File: src/sv/assert_macros.svh
`ifndef ASSERT_MACROS_SVH
`define ASSERT_MACROS_SVH

// same-cycle implication, sampled on clk, quiet during rst
`define KEFUF_ASSERT_IMP(label, ante, cons) \
  label: assert property (@(posedge clk) disable iff (rst) (ante) |-> (cons)) \
    else $error("same-cycle implication failed");

// next-cycle implication, sampled on clk, quiet during rst
`define KEFUF_ASSERT_NXT(label, ante, cons) \
  label: assert property (@(posedge clk) disable iff (rst) (ante) |=> (cons)) \
    else $error("next-cycle implication failed");

`endif

File: src/sv/kefuf_pkg.sv
`default_nettype none

package kefuf_pkg;

  // graph size and field widths
  localparam int NODES       = 1024;
  localparam int NODE_W      = (NODES > 2) ? $clog2(NODES) : 1;
  localparam int PORT_NODE_W = 10;
  localparam int WEIGHT_W    = 32;
  localparam int SUM_W       = 48;
  localparam int RANK_W      = 4;

  localparam logic [RANK_W-1:0] RANK_MAX = {RANK_W{1'b1}};

  // datapath operations issued by the controller
  typedef enum logic [3:0] {
    OP_IDLE,
    OP_LOAD,
    OP_CLR_STEP,
    OP_FIND_A,
    OP_COMP_A,
    OP_FIND_B,
    OP_COMP_B,
    OP_RANK_A,
    OP_UNION,
    OP_EMIT
  } dp_op_t;

  // datapath status returned to the controller
  typedef struct packed {
    logic in_range;
    logic found;
    logic done_a;
    logic done_b;
    logic roots_eq;
    logic clr_last;
  } dp_status_t;

endpackage

`default_nettype wire

File: src/sv/kefuf_ctrl.sv
`default_nettype none

module kefuf_ctrl (
  input  wire                    clk,
  input  wire                    rst,
  input  wire                    in_valid,
  output logic                   in_stall,
  input  wire                    command,
  output logic                   out_valid,
  input  wire                    out_stall,
  output kefuf_pkg::dp_op_t      op,
  input  wire kefuf_pkg::dp_status_t st
);
  import kefuf_pkg::*;
  `include "assert_macros.svh"

  typedef enum logic [3:0] {
    S_CLEAR,
    S_IDLE,
    S_FIND_A,
    S_COMP_A,
    S_FIND_B,
    S_COMP_B,
    S_RANK_A,
    S_UNION,
    S_EMIT
  } state_t;

  state_t state;
  logic   clr_reply;
  logic   emit_go;

  assign in_stall = (state != S_IDLE);
  assign emit_go  = (state == S_EMIT) && (!out_valid || !out_stall);

  // operation issued per state
  always_comb begin
    unique case (state)
      S_CLEAR:  op = OP_CLR_STEP;
      S_IDLE:   op = in_valid ? OP_LOAD : OP_IDLE;
      S_FIND_A: op = OP_FIND_A;
      S_COMP_A: op = OP_COMP_A;
      S_FIND_B: op = OP_FIND_B;
      S_COMP_B: op = OP_COMP_B;
      S_RANK_A: op = OP_RANK_A;
      S_UNION:  op = OP_UNION;
      S_EMIT:   op = emit_go ? OP_EMIT : OP_IDLE;
      default:  op = OP_IDLE;
    endcase
  end

  // sequencer and output valid
  always_ff @(posedge clk) begin
    if (rst) begin
      state     <= S_CLEAR;
      clr_reply <= 1'b0;
      out_valid <= 1'b0;
    end else begin
      if (emit_go) begin
        out_valid <= 1'b1;
      end else if (!out_stall) begin
        out_valid <= 1'b0;
      end
      unique case (state)
        S_CLEAR: begin
          if (st.clr_last) begin
            state     <= clr_reply ? S_EMIT : S_IDLE;
            clr_reply <= 1'b0;
          end
        end
        S_IDLE: begin
          if (in_valid) begin
            if (!command) begin
              state     <= S_CLEAR;
              clr_reply <= 1'b1;
            end else if (!st.in_range) begin
              state <= S_EMIT;
            end else begin
              state <= S_FIND_A;
            end
          end
        end
        S_FIND_A: begin
          if (st.found) begin
            state <= S_COMP_A;
          end
        end
        S_COMP_A: begin
          if (st.done_a) begin
            state <= S_FIND_B;
          end
        end
        S_FIND_B: begin
          if (st.found) begin
            state <= S_COMP_B;
          end
        end
        S_COMP_B: begin
          if (st.done_b) begin
            state <= st.roots_eq ? S_EMIT : S_RANK_A;
          end
        end
        S_RANK_A: begin
          state <= S_UNION;
        end
        S_UNION: begin
          state <= S_EMIT;
        end
        S_EMIT: begin
          if (emit_go) begin
            state <= S_IDLE;
          end
        end
        default: begin
          state <= S_IDLE;
        end
      endcase
    end
  end

  // a clear transaction always starts the clearing pass
  `KEFUF_ASSERT_NXT(a_clear_starts, in_valid && !in_stall && !command, state == S_CLEAR)
  // a result leaving the sequencer shows up on the output
  `KEFUF_ASSERT_NXT(a_emit_shows, emit_go, out_valid && state == S_IDLE)

endmodule

`default_nettype wire
File: config.mk
export PLATFORM = sky130hd
export DESIGN_NAME = kefuf_ctrl
export DESIGN_NICKNAME = d
export VERILOG_FILES = /design/src/sv/kefuf_pkg.sv /design/src/sv/kefuf_ctrl.sv
export VERILOG_INCLUDE_DIRS = /design/src /design/src/sv
export SDC_FILE = /design/constraint.sdc
export NUM_CORES = 1
export LEC_CHECK = 0
export BUFFER_PORTS_ARGS = -buffer_cell sky130_fd_sc_hd__buf_2
export CORE_UTILIZATION = 30
export DETAILED_ROUTE_END_ITERATION = 8
export GPL_TIMING_DRIVEN = 0
export PLACE_DENSITY = 0.53
export RECOVER_POWER = 100
export REMOVE_ABC_BUFFERS = 1
export SLEW_MARGIN = 20
export SYNTH_ARGS = -nofsm -noshare
export SYNTH_HDL_FRONTEND = slang
export SYNTH_SLANG_ARGS = --single-unit
File: constraint.sdc
create_clock -name clk -period 1.3 [get_ports clk]
set_input_delay 0.065 -clock clk [delete_from_list [all_inputs] [get_ports clk]]
set_output_delay 0.065 -clock clk [all_outputs]
set_load 0.02 [all_outputs]
==> out/summary.md, run 1 <==
The die is 45.3 um wide. The aggregate global routing overflow is 0. In this run the tool buffered the top-level ports with 16 buffer cells.

Power spread over the standard cell area amounts to 1260 nW/um2. For the post-route non-filler standard cell count, the log shows 115. The number of remaining DRC errors is 0. Setup repair after global routing could not meet its margin everywhere.

The final count of pins violating max slew is 0, and the number of H-tree levels is 1. The launching element type of the critical path was a flip-flop. The final count of hold timing violations was 0.

The tools report the vias after detailed routing as 579. Across every metal layer, demand over resource in global routing totals 16.7%. The run gives 17 as the number of top-level pins. The most instantiated flip-flop cell in the synthesis netlist was dfxtp_1.

Counting tap cells, the placed design contains a total of 104 instances. The leakage component of the power is 0.305 nW. For this design the total switching power over the nets is 0.000407 W. The detailed router finished its first iteration with 11 violations. Of the synthesized area, sequential elements account for 21.3%. Of all nets on the critical path, the largest fanout is 13. The pin count of the biggest net entering global routing was 16. The root buffer cell chosen for the clock tree is clkbuf_4.

The slew at the pin closest to its max-slew limit was 349 ps; the placer's final routability congestion estimate was 0.732. The fraction of synthesis flops using an asynchronous set or reset pin is 0%, and the share of layout cells above drive strength 1 is 53.3%. The worst path uses 110% of the clock period.

The worst clock skew on the final layout was 0.485 ps. The synthesized instance count was 67; the power share of the combinational group was 57.9%. Clock sink total: 6.

The number of global-route vias before repair came out at 526. The flow ran to the end, but the final reports show violations. In this run the vertical extent of the chip is 45.3 um. The clock share of power is 17.1%.

The core region is 1750 um2. The checks that failed: setup timing. The number of antenna violations at the first check in global routing was 0. The first detailed-routing pass took 4 iterations.

Measured on the finished design, the core utilization comes to 46.7%. Clock-pin slew was measured on the worst setup and hold paths at 50 ps. The maximum buffer depth of the clock tree is 2. TritonCTS created 3 clock buffers.

Area of the die: 2050 um2. The run gives 240 ps as the insertion delay to the later sink of the worst-skew pair. The run gives 1370 ps as the arrival time of the worst setup path. Setup violations remaining at the end of the flow were counted as 8.

The distinct cell type count of the synthesized netlist was 35; the share of power burned in registers was 25.0%. The mean number of vias per cell came out at 5.03. Minimum period implied by the final worst setup slack: 1430 ps. Setup total negative slack on the finished layout was measured at -790 ps. For this design, the CTS-stage hold fixing added 0 buffers.

The logs give 2420 um for the first-pass GRT wire length and 103 for the number of nets in the finished design. VDD sags by at most 0.000455 V. Residual antenna-violating net count after detailed routing: 0. Data on the critical path is required at its endpoint by 1240 ps. The logs give 0 for the count of max-cap constraint violations and -133 ps for the final setup slack of the worst path.

The final routed wire length divided by cell count works out to 13.6 um. The worst setup path is captured at an output pin. At the placement stage, the worst setup path has a slack of -444 ps.

Averaged over all synthesized cells, the footprint is 8.40 um2. The Yosys warning count is 0. In this run the register-to-register setup slack is -120 ps.

The floorplan has 15 rows. Measured against its own limit, the worst slew margin works out to 76.7%. Synthesis inferred 6 register bits.

The path category of the worst min-delay check is input pin to flip-flop. Once the floorplan was initialized, standard cells occupied 32.3% of the core. In this run switching power makes up 39.7% of total power. Summing every instance area after synthesis gives 563 um2.

TritonCTS built the clock tree. The half-perimeter wire length of the detailed placement result is 968 um. The category of the most critical setup path is flip-flop to output pin. Compared with the post-synthesis result, the final layout area differs by 44.7%. The total power came out at 0.00102 W. Wires add up to 1560 um.

The number of antenna diodes in the final layout is 0. The internal portion of total power was 0.000617 W; the number of enable-type register cells in the synthesized netlist was 0. For this run, the top clock speed supported by timing is 0.698 GHz.
## per-layer routing
metal	part of all wire, %	track usage [%]	routed length (um)
met2	46	22.3	718
met4	2.2	9.70	35
met5	0	0	0
met3	3.3	4.00	51
met1	48	24.0	756
## synth_stat cells, types with 2 or more instances
| cell type | instances | share of area [%] |
|---|---|---|
| a21oi_1 | 3 | 2.7 |
| mux2i_1 | 2 | 3.6 |
| buf_6 | 2 | 4.0 |
| a311oi_1 | 2 | 3.1 |
| nor3_1 | 2 | 1.8 |
| buf_2 | 2 | 1.8 |
| nor2_1 | 5 | 3.3 |
| a31oi_1 | 2 | 2.2 |
| dfxtp_1 | 6 | 21 |
| inv_1 | 2 | 1.3 |
| nand2b_1 | 4 | 4.4 |
| nand2_1 | 6 | 4.0 |
| nand3_1 | 2 | 1.8 |
| o21ai_0 | 4 | 3.6 |
| xnor2_1 | 2 | 3.1 |
| o21ai_1 | 2 | 1.8 |
## power groups by stage
stage | logic (W) | clock network [W] | registers [W]
2_1_floorplan | 0.000284 | 0 | 0.000256
3_3_place_gp | 0.000375 | 0 | 0.000274
3_5_place_dp | 0.000373 | 0 | 0.000273
4_1_cts | 0.000540 | 0.000177 | 0.000250
5_1_grt | 0.000635 | 0.000191 | 0.000260
6_report | 0.000592 | 0.000175 | 0.000256
## metrics by stage
| stage | hold WS (ps) | cell area, um2 |
|---|---|---|
| floorplan | 134 | 531 |
| finish | 76.1 | 815 |
| CTS | 66.2 | 769 |
| detailed placement | 287 | 642 |
| global placement | 295 | 642 |
| global route | 66.3 | 815 |
## cells in the final DEF (no fill, tap or decap), types with 2 or more instances in the layout
cell type and instances:
buf_2 13, buf_4 8, nand2_1 6, nor2_1 4
dfxtp_4 4, o21ai_1 3, nand2b_1 3, a21oi_1 3
o21ai_0 3, clkbuf_4 3, inv_1 2, xnor2_1 2
a31oi_1 2, a311oi_1 2, dfxtp_1 2, buf_6 2
## layout make-up
class | count | area [um2]
Fill cell | 179 | 931
Clock buffer | 3 | 22.5
Sequential cell | 6 | 135
Timing Repair Buffer | 24 | 151
Tap cell | 25 | 31.3
Multi-Input combinational cell | 54 | 463
Inverter | 3 | 11.3
## logic make-up (layout without fill, tap and decap cells)
logic type	Yosys count	after routing	share of synthesized area, %
AO/OA/AOI/OAI	20	20	29.3
XOR/XNOR	2	2	3.11
buffers and inverters	7	30	7.78
flip-flops	6	6	21.3
multiplexers	3	3	5.56
AND/OR/NAND/NOR	29	29	32.9
## path summary, 6_finish.rpt
| kind | cells after the start | from | end |
|---|---|---|---|
| hold reg to reg | 2 | out_valid | out_valid |
| hold / removal | 2 | st[0] | clr_reply |
| setup / recovery | 4 | state[1] | op[0] |
| setup reg to reg | 4 | state[3] | state[1] |
## registers in the layout, summed over array words and instances, names as in the netlist
| signal | cells |
|---|---|
| clr_reply | 1 |
| out_valid | 1 |
| state | 4 |
## repair_timing
item                       4_1_cts  5_1_grt
pin swaps                        8        4
hold endpoints to repair         0        0
setup buffers                    5        3
gates resized for setup         22        5
setup endpoints to repair       10        9
## worst max-delay path: stages (launching register included)
cell     delay [ps]
dfxtp_4         400
nor2_2          120
mux2_2          330
o21ai_1         120
buf_4           150
Power figures use the tool's default switching activity.
==> run 2, diff against run 1 <==
--- a/config.mk
+++ b/config.mk
@@ -7,10 +7,13 @@
 export NUM_CORES = 1
 export LEC_CHECK = 0
 export BUFFER_PORTS_ARGS = -buffer_cell sky130_fd_sc_hd__buf_2
-export CORE_UTILIZATION = 30
+export CELL_PAD_IN_SITES_DETAIL_PLACEMENT = 1
+export CELL_PAD_IN_SITES_GLOBAL_PLACEMENT = 1
+export CORE_UTILIZATION = 32
 export DETAILED_ROUTE_END_ITERATION = 8
 export GPL_TIMING_DRIVEN = 0
-export PLACE_DENSITY = 0.53
+export MAX_ROUTING_LAYER = met4
+export PLACE_DENSITY = 0.73
 export RECOVER_POWER = 100
 export REMOVE_ABC_BUFFERS = 1
 export SLEW_MARGIN = 20
==> run 2 against run 1 <==
The run still ends with setup timing left. Fmax decreased by 1.0%. Clock-buffer cell count unchanged. Critical endpoint is now state[3]. Routed wire length increased by 37%. Critical path type is now flip-flop to flip-flop. Largest cell class unchanged.
==> out/summary.md, run 2 (synthesized netlist as in run 1, its figures left out) <==
The power share of the combinational group is 59.7% (was 57.9%), and the power per cell area is 1210 nW/um2 (was 1260 nW/um2). Slowest library cell on the worst path: dfxtp_4 (unchanged). The die extent in y is 43.9 um (was 45.3 um).

For the area of the core, the log shows 1580 um2 (was 1750 um2). The share of layout cells above drive strength 1 came out at 59.6% (was 53.3%). The setup slack at placement came out at -454 ps (was -444 ps). The logs give 260 ps (was 240 ps) for the insertion delay to the later sink of the worst-skew pair and -148 ps (was -133 ps) for the final setup slack of the worst path.

The worst clock skew on the final layout was 6.79 ps (was 0.485 ps). TritonCTS built the clock tree. The tools report the count of max-cap constraint violations as 0 (unchanged). The internal reg-to-reg setup slack came out at -150 ps (was -120 ps). The starting DRC count in detailed routing came out at 6 (was 11). Setup repair after global routing could not meet its margin everywhere.

The worst vdd rail ir drop was 0.000526 V (was 0.000455 V). Commonest cells after routing, fill and taps aside: 13 x buf_4, 11 x buf_2, 7 x buf_6 (was 13 x buf_2, 8 x buf_4, 6 x nand2_1). The tools report the critical path capture point type as a flip-flop (was an output pin). For the accumulated negative setup slack, the log shows -986 ps (was -790 ps). The number of nets in the finished design came out at 112 (was 103).

The row count is 14 (was 15), and the aggregate global routing overflow is 0 (unchanged). The iteration count of the initial detailed-routing pass was 4 (unchanged). The critical path's largest stage delay was 380 ps (was 400 ps).

The family of cells with the greatest summed delay on the critical path is simple AND/OR/NAND/NOR gates (was flip-flops). The run gives 1610 ps (was 1370 ps) as the arrival time of the worst setup path. The CTS root buffer was clkbuf_4 (unchanged). The number of H-tree levels came out at 1 (unchanged). The clock sink total came out at 6 (unchanged).

The run gives 0.771 (was 0.732) as the placer's final routability congestion estimate. The number of flip-flops in the largest register works out to 4 (unchanged). Number of port buffers: 16 (unchanged). The starting density of the core was 35.7% (was 32.3%).

The number of buffers added to fix hold violations after cts came out at 0 (unchanged). The placed instance area was 631 um2 (was 642 um2). The switching power as a share of total power came out at 40.7% (was 39.7%). The final count of pins violating max slew came out at 0 (unchanged). The path category of the worst min-delay check is input pin to flip-flop (unchanged).

The clock buffer count from CTS came out at 3 (unchanged). The maximum buffer depth of the clock tree came out at 2 (unchanged). The total buffers and inverters traversed by the critical path works out to 1 (unchanged). The global-route usage over all layers was 26.3% (was 16.7%); the share of the cycle needed by the critical path after routing was 111% (was 110%).

The number of top-level pins was 17 (unchanged); the internal portion of total power was 0.000653 W (was 0.000617 W). The tools report the count of antenna diodes in the layout as 0 (unchanged). Worst max-slew margin expressed relative to the limit: 77.1% (was 76.7%).

The minimum period implied by the final worst setup slack is 1450 ps (was 1430 ps), and the pin count of the biggest net entering global routing is 16 (unchanged). The launching element type of the critical path is a flip-flop (unchanged). The highest fanout seen on the critical path is 7 (was 13).

For the half-perimeter wire length of the detailed placement result, the log shows 1110 um (was 968 um). The logs give 10 (was 8) for the number of endpoints failing setup at the final stage and 908 um2 (was 815 um2) for the area of all placed cells without fillers. The clock share of power was 16.7% (was 17.1%); the leakage component of the power was 0.375 nW (was 0.305 nW). Violations in the final reports: setup timing (unchanged). Crit path cell chain: buf_4, nor4b_4, nand2_1, o22a_1, o31ai_2 (was nor2_2, mux2_2, o21ai_1, buf_4). The run finished, with violations left. The mean number of vias per cell is 5.88 (was 5.03). Area of the die: 1930 um2 (was 2050 um2). The number of antenna violations at the first check in global routing was 0 (unchanged). Highest attainable clock frequency: 0.691 GHz (was 0.698 GHz). The final routed wire length divided by cell count works out to 18.6 um (was 13.6 um). The final count of hold timing violations was 0 (unchanged). Aggregate routed wire length: 2140 um (was 1560 um). The run gives 0 (unchanged) as the number of remaining DRC errors.

The residual antenna-violating net count after detailed routing was 0 (unchanged); the worst hold slack was 66.2 ps (was 76.1 ps). Endpoint required time on the critical path: 1460 ps (was 1240 ps). The register bank with the most flops was state (unchanged).

The clock transition time at the flip-flop clock pins of the worst setup and hold paths is 50 ps (about the same). The vias after detailed routing was 676 (was 579); the width of the chip was 43.9 um (was 45.3 um). The category of the most critical setup path is flip-flop to flip-flop (was flip-flop to output pin). The run gives 0.000449 W (was 0.000407 W) as the switching power total. Largest registers in the final layout: state x4, clr_reply x1, out_valid x1 (unchanged). The logs give 23.6% (was 25.0%) for the share of power burned in registers and 3430 um (was 2420 um) for the first-pass GRT wire length. The layout overhead on the synthesized area was 61.3% (was 44.7%).

Number of global-route vias before repair: 687 (was 526). The slew at the pin closest to its max-slew limit came out at 343 ps (was 349 ps). The most common cell after layout, fill and taps aside was buf_4 (was buf_2).
[run 2: per-layer routing]
layer / part of all wire (%) / wire length (um) / up-vias / global-route usage (%)
li1: - / - / 314 / -
met1: 39 / 845 / 329 / 29.4
met2: 53 / 1130 / 23 / 46.3
met3: 4.5 / 97 / 10 / 4.17
met4: 3.3 / 70 / 0 / 10.3
met5: 0 / 0 / - / -
[run 2: timing repair]
| item | CTS | global route |
|---|---|---|
| pin swaps | 5 | 5 |
| endpoints found under the hold margin | 0 | 0 |
| endpoints found under the setup margin | 10 | 10 |
| resized for setup | 28 | 13 |
| buffers inserted | 14 | 3 |
[run 2: per-stage QoR]
| stage | std cells | utilization, % | power (W) |
|---|---|---|---|
| 6_report | 115 | 57.6 | 0.00110 |
| 4_1_cts | 112 | 53.2 | 0.00104 |
| 3_5_place_dp | 95 | 40.0 | 0.000652 |
| 3_3_place_gp | 95 | 40.0 | 0.000647 |
| 2_1_floorplan | 63 | - | 0.000540 |
| 5_1_grt | 115 | 57.6 | 0.00116 |
[run 2: worst paths after layout]
check / start / end / cells after the start
setup reg to reg: state[1] / state[3] / 5
hold / removal: st[0] / clr_reply / 2
hold reg to reg: out_valid / out_valid / 2
setup / recovery: state[1] / state[3] / 5
[run 2: final cells by class]
class / count / area [um2]
clock buffer: 3 / 22.5
fill: 186 / 668
inverter: 3 / 13.8
multi-input combinational: 54 / 474
sequential: 6 / 135
tap: 16 / 20.0
timing repair buffer: 33 / 243
[run 2: power groups by stage]
stage                     registers [W]  logic (W)  clock network (W)
after floorplan                0.000256   0.000284                  0
after global placement         0.000274   0.000373                  0
after detailed placement       0.000273   0.000379                  0
after CTS                      0.000253   0.000596           0.000189
after global routing           0.000262   0.000704           0.000197
final                          0.000260   0.000657           0.000184
==> run 3, diff against run 2 <==
--- a/config.mk
+++ b/config.mk
@@ -6,14 +6,14 @@
 export SDC_FILE = /design/constraint.sdc
 export NUM_CORES = 1
 export LEC_CHECK = 0
-export BUFFER_PORTS_ARGS = -buffer_cell sky130_fd_sc_hd__buf_2
 export CELL_PAD_IN_SITES_DETAIL_PLACEMENT = 1
 export CELL_PAD_IN_SITES_GLOBAL_PLACEMENT = 1
-export CORE_UTILIZATION = 32
+export CORE_UTILIZATION = 38
 export DETAILED_ROUTE_END_ITERATION = 8
+export DONT_BUFFER_PORTS = 1
 export GPL_TIMING_DRIVEN = 0
 export MAX_ROUTING_LAYER = met4
-export PLACE_DENSITY = 0.73
+export PLACE_DENSITY = 0.7
 export RECOVER_POWER = 100
 export REMOVE_ABC_BUFFERS = 1
 export SLEW_MARGIN = 20
==> run 3 against run 2 <==
Clock power fell by 5%. Flip-flop and latch count did not move. Setup slack got worse by 74 ps. Design area fell by 13%. Register-to-register slack got worse by 70 ps. Die area fell by 15%. The flow still finishes with violations (setup timing). Routed wire length fell by 9.4%. Critical path depth did not move. Power fell by 3.7%. Non-clock buffer count fell by 23. Sequential share of layout area rose by 2.2 points.
==> out/summary.md, run 3 (synthesized netlist as in run 1, its figures left out) <==
Setup slack at placement: -459 ps (was -454 ps). Commonest cells after routing, fill and taps aside: 7 x buf_4, 5 x nand2_1, 4 x dfxtp_4 (was 13 x buf_4, 11 x buf_2, 7 x buf_6). The number of global-route vias before repair came out at 543 (was 687). The count of fill cells added during filler insertion is 153 (was 186), and the die extent in y is 40.5 um (was 43.9 um).

The clock buffer count from CTS is 3 (unchanged), and the number of H-tree levels is 1 (unchanged). The number of top-level pins is 17 (unchanged), and the aggregate global routing overflow is 0 (unchanged). The run gives 13 (was 14) as the row count. The area of all placed cells without fillers is 793 um2 (was 908 um2).

The run gives 60 um (was 97 um) as the amount of wire on met3 after detailed routing. The launching element type of the critical path is a flip-flop (unchanged). The logs give 89 (was 112) for the number of nets in the finished design and 1040 um (was 1110 um) for the half-perimeter wire length of the detailed placement result.

The logs give 240 ps (was 260 ps) for the insertion delay to the later sink of the worst-skew pair and 0.716 (was 0.771) for the placer's final routability congestion estimate. The share of layout cells above drive strength 1 was 52.6% (was 59.6%); the iteration count of the initial detailed-routing pass was 4 (unchanged). The met2 wire length was 1070 um (was 1130 um). Sink of the worst hold path: state[1] (was clr_reply).

The global-route usage over all layers was 25.8% (was 26.3%). The area of the core was 1330 um2 (was 1580 um2). The tools report the hold path startpoint as rst (was st[0]). The clock transition time at the flip-flop clock pins of the worst setup and hold paths came out at 50 ps (about the same). Violations in the final reports: setup timing (unchanged).

The origin of the critical flop-to-flop path was state[0] (was state[1]). The logs give 0 (unchanged) for the number of antenna violations at the first check in global routing and -220 ps (was -150 ps) for the internal reg-to-reg setup slack. The leakage component of the power was 0.266 nW (was 0.375 nW).

The CTS root buffer is clkbuf_4 (unchanged). The number of stages on the worst hold path is 2 (unchanged), and the count of antenna diodes in the layout is 0 (unchanged). The power per cell area came out at 1340 nW/um2 (was 1210 nW/um2).

Setup repair after global routing could not meet its margin everywhere. The vias after detailed routing is 575 (was 676). The length in cells of the worst reg-to-reg path is 5 (unchanged). TritonCTS built the clock tree. The utilization after layout is 59.5% (was 57.6%). Category of the most critical setup path: flip-flop to flip-flop (unchanged). The share of the cycle needed by the critical path after routing is 117% (was 111%), and the minimum period implied by the final worst setup slack is 1520 ps (was 1450 ps). The tools report the worst clock skew on the final layout as 1.69 ps (was 6.79 ps). The endpoint required time on the critical path was 1450 ps (was 1460 ps). The tools report the critical path capture point type as a flip-flop (unchanged).

The number of port buffers was 0 (was 16). The run gives 549 um2 (was 631 um2) as the placed instance area. The path category of the worst min-delay check was input pin to flip-flop (unchanged). The number of flip-flops in the largest register is 4 (unchanged), and the arrival time of the worst setup path is 1680 ps (was 1610 ps). The starting density of the core was 42.2% (was 35.7%). Maximum buffer depth of the clock tree: 2 (unchanged). Area of the die: 1640 um2 (was 1930 um2).

The highest routing layer actually used is met4 (unchanged). The final count of hold timing violations is 0 (unchanged), and the width of the chip is 40.5 um (was 43.9 um). The tools report the capture instance of the worst register-to-register path as state[3] (unchanged). The area occupied by multi-input gates is 513 um2 (was 474 um2). Register bank with the most flops: state (unchanged). The layout overhead on the synthesized area works out to 40.9% (was 61.3%).

The tools report the aggregate routed wire length as 1940 um (was 2140 um). The run gives 10 (was 6) as the starting DRC count in detailed routing. Largest registers in the final layout: state x4, clr_reply x1, out_valid x1 (unchanged).

The run gives 0 (unchanged) as the final count of pins violating max slew. Number of endpoints failing setup at the final stage: 7 (was 10). For the worst max-slew margin expressed relative to the limit, the log shows 75.1% (was 77.1%). Post-route met1 wirelength: 784 um (was 845 um). The mean number of vias per cell came out at 6.32 (was 5.88).

The worst vdd rail ir drop was 0.000468 V (was 0.000526 V). The highest attainable clock frequency came out at 0.657 GHz (was 0.691 GHz). Clock sink total: 6 (unchanged). The flow ran to the end, but the final reports show violations.

The most common cell after layout, fill and taps aside was buf_4 (unchanged). The final routed wire length divided by cell count is 21.3 um (was 18.6 um), and the pin count of the biggest net entering global routing is 16 (unchanged). The run gives -222 ps (was -148 ps) as the final setup slack of the worst path.

The combined flip-flop and latch cell area is 135 um2 (unchanged), and the highest fanout seen on the critical path is 10 (was 7). Slew at the pin closest to its max-slew limit: 363 ps (was 343 ps). The run gives 0 (unchanged) as the residual antenna-violating net count after detailed routing. Number of remaining DRC errors: 0 (unchanged). For the count of max-cap constraint violations, the log shows 0 (unchanged). The first-pass GRT wire length was 2640 um (was 3430 um).
-- run 3: critical path, cell delays in order (launching register included) --
cell and delay, ps:
dfxtp_4 390, buf_12 140, nor3_4 230, nand4_1 290
or2_4 330, o31ai_2 50
-- run 3: final cells by class --
type | count | share of cell area [%]
Clock buffer | 3 | 2.84
Sequential cell | 6 | 17.0
Multi-Input combinational cell | 54 | 64.7
Timing Repair Buffer | 10 | 11.7
Tap cell | 15 | 2.37
Inverter | 3 | 1.42
-- run 3: routing by layer --
layer | up-vias | GRT usage (%)
li1 | 267 | -
met1 | 287 | 28.4
met2 | 16 | 47.2
met3 | 5 | 3.89
met4 | 0 | 6.67
met5 | - | -
-- run 3: what timing repair did --
action | in CTS | in global routing
setup endpoints to repair | 10 | 10
endpoints found under the hold margin | 6 | 5
resized for setup | 26 | 6
pin swaps | 3 | 6
setup buffers | 6 | 2
-- run 3: worst max-delay path by stage --
| stage | from | to | slack (ps) | cells after the start |
|---|---|---|---|---|
| floorplan | state[0] | state[1] | -270 | 4 |
| global placement | state[0] | state[1] | -450 | 4 |
| detailed placement | state[0] | state[1] | -460 | 4 |
| CTS | state[0] | state[2] | -120 | 5 |
| global route | state[0] | state[0] | -290 | 5 |
| finish | state[0] | state[3] | -220 | 5 |
-- run 3: where the power goes --
group | internal, W | switching [W]
sequential | 0.000209 | 0.0000763
combinational | 0.000315 | 0.000286
clock | 0.000105 | 0.0000694
-- run 3: metrics by stage --
| step | hold WS [ps] | setup TNS (ps) | instances | power [W] |
|---|---|---|---|---|
| floorplan | 134 | -845 | 63 | 0.000540 |
| global placement | 139 | -2240 | 78 | 0.000597 |
| detailed placement | 142 | -2380 | 78 | 0.000602 |
| CTS | -128 | -521 | 87 | 0.000966 |
| global route | 4.98 | -1600 | 91 | 0.00112 |
| finish | 0.182 | -970 | 91 | 0.00106 |
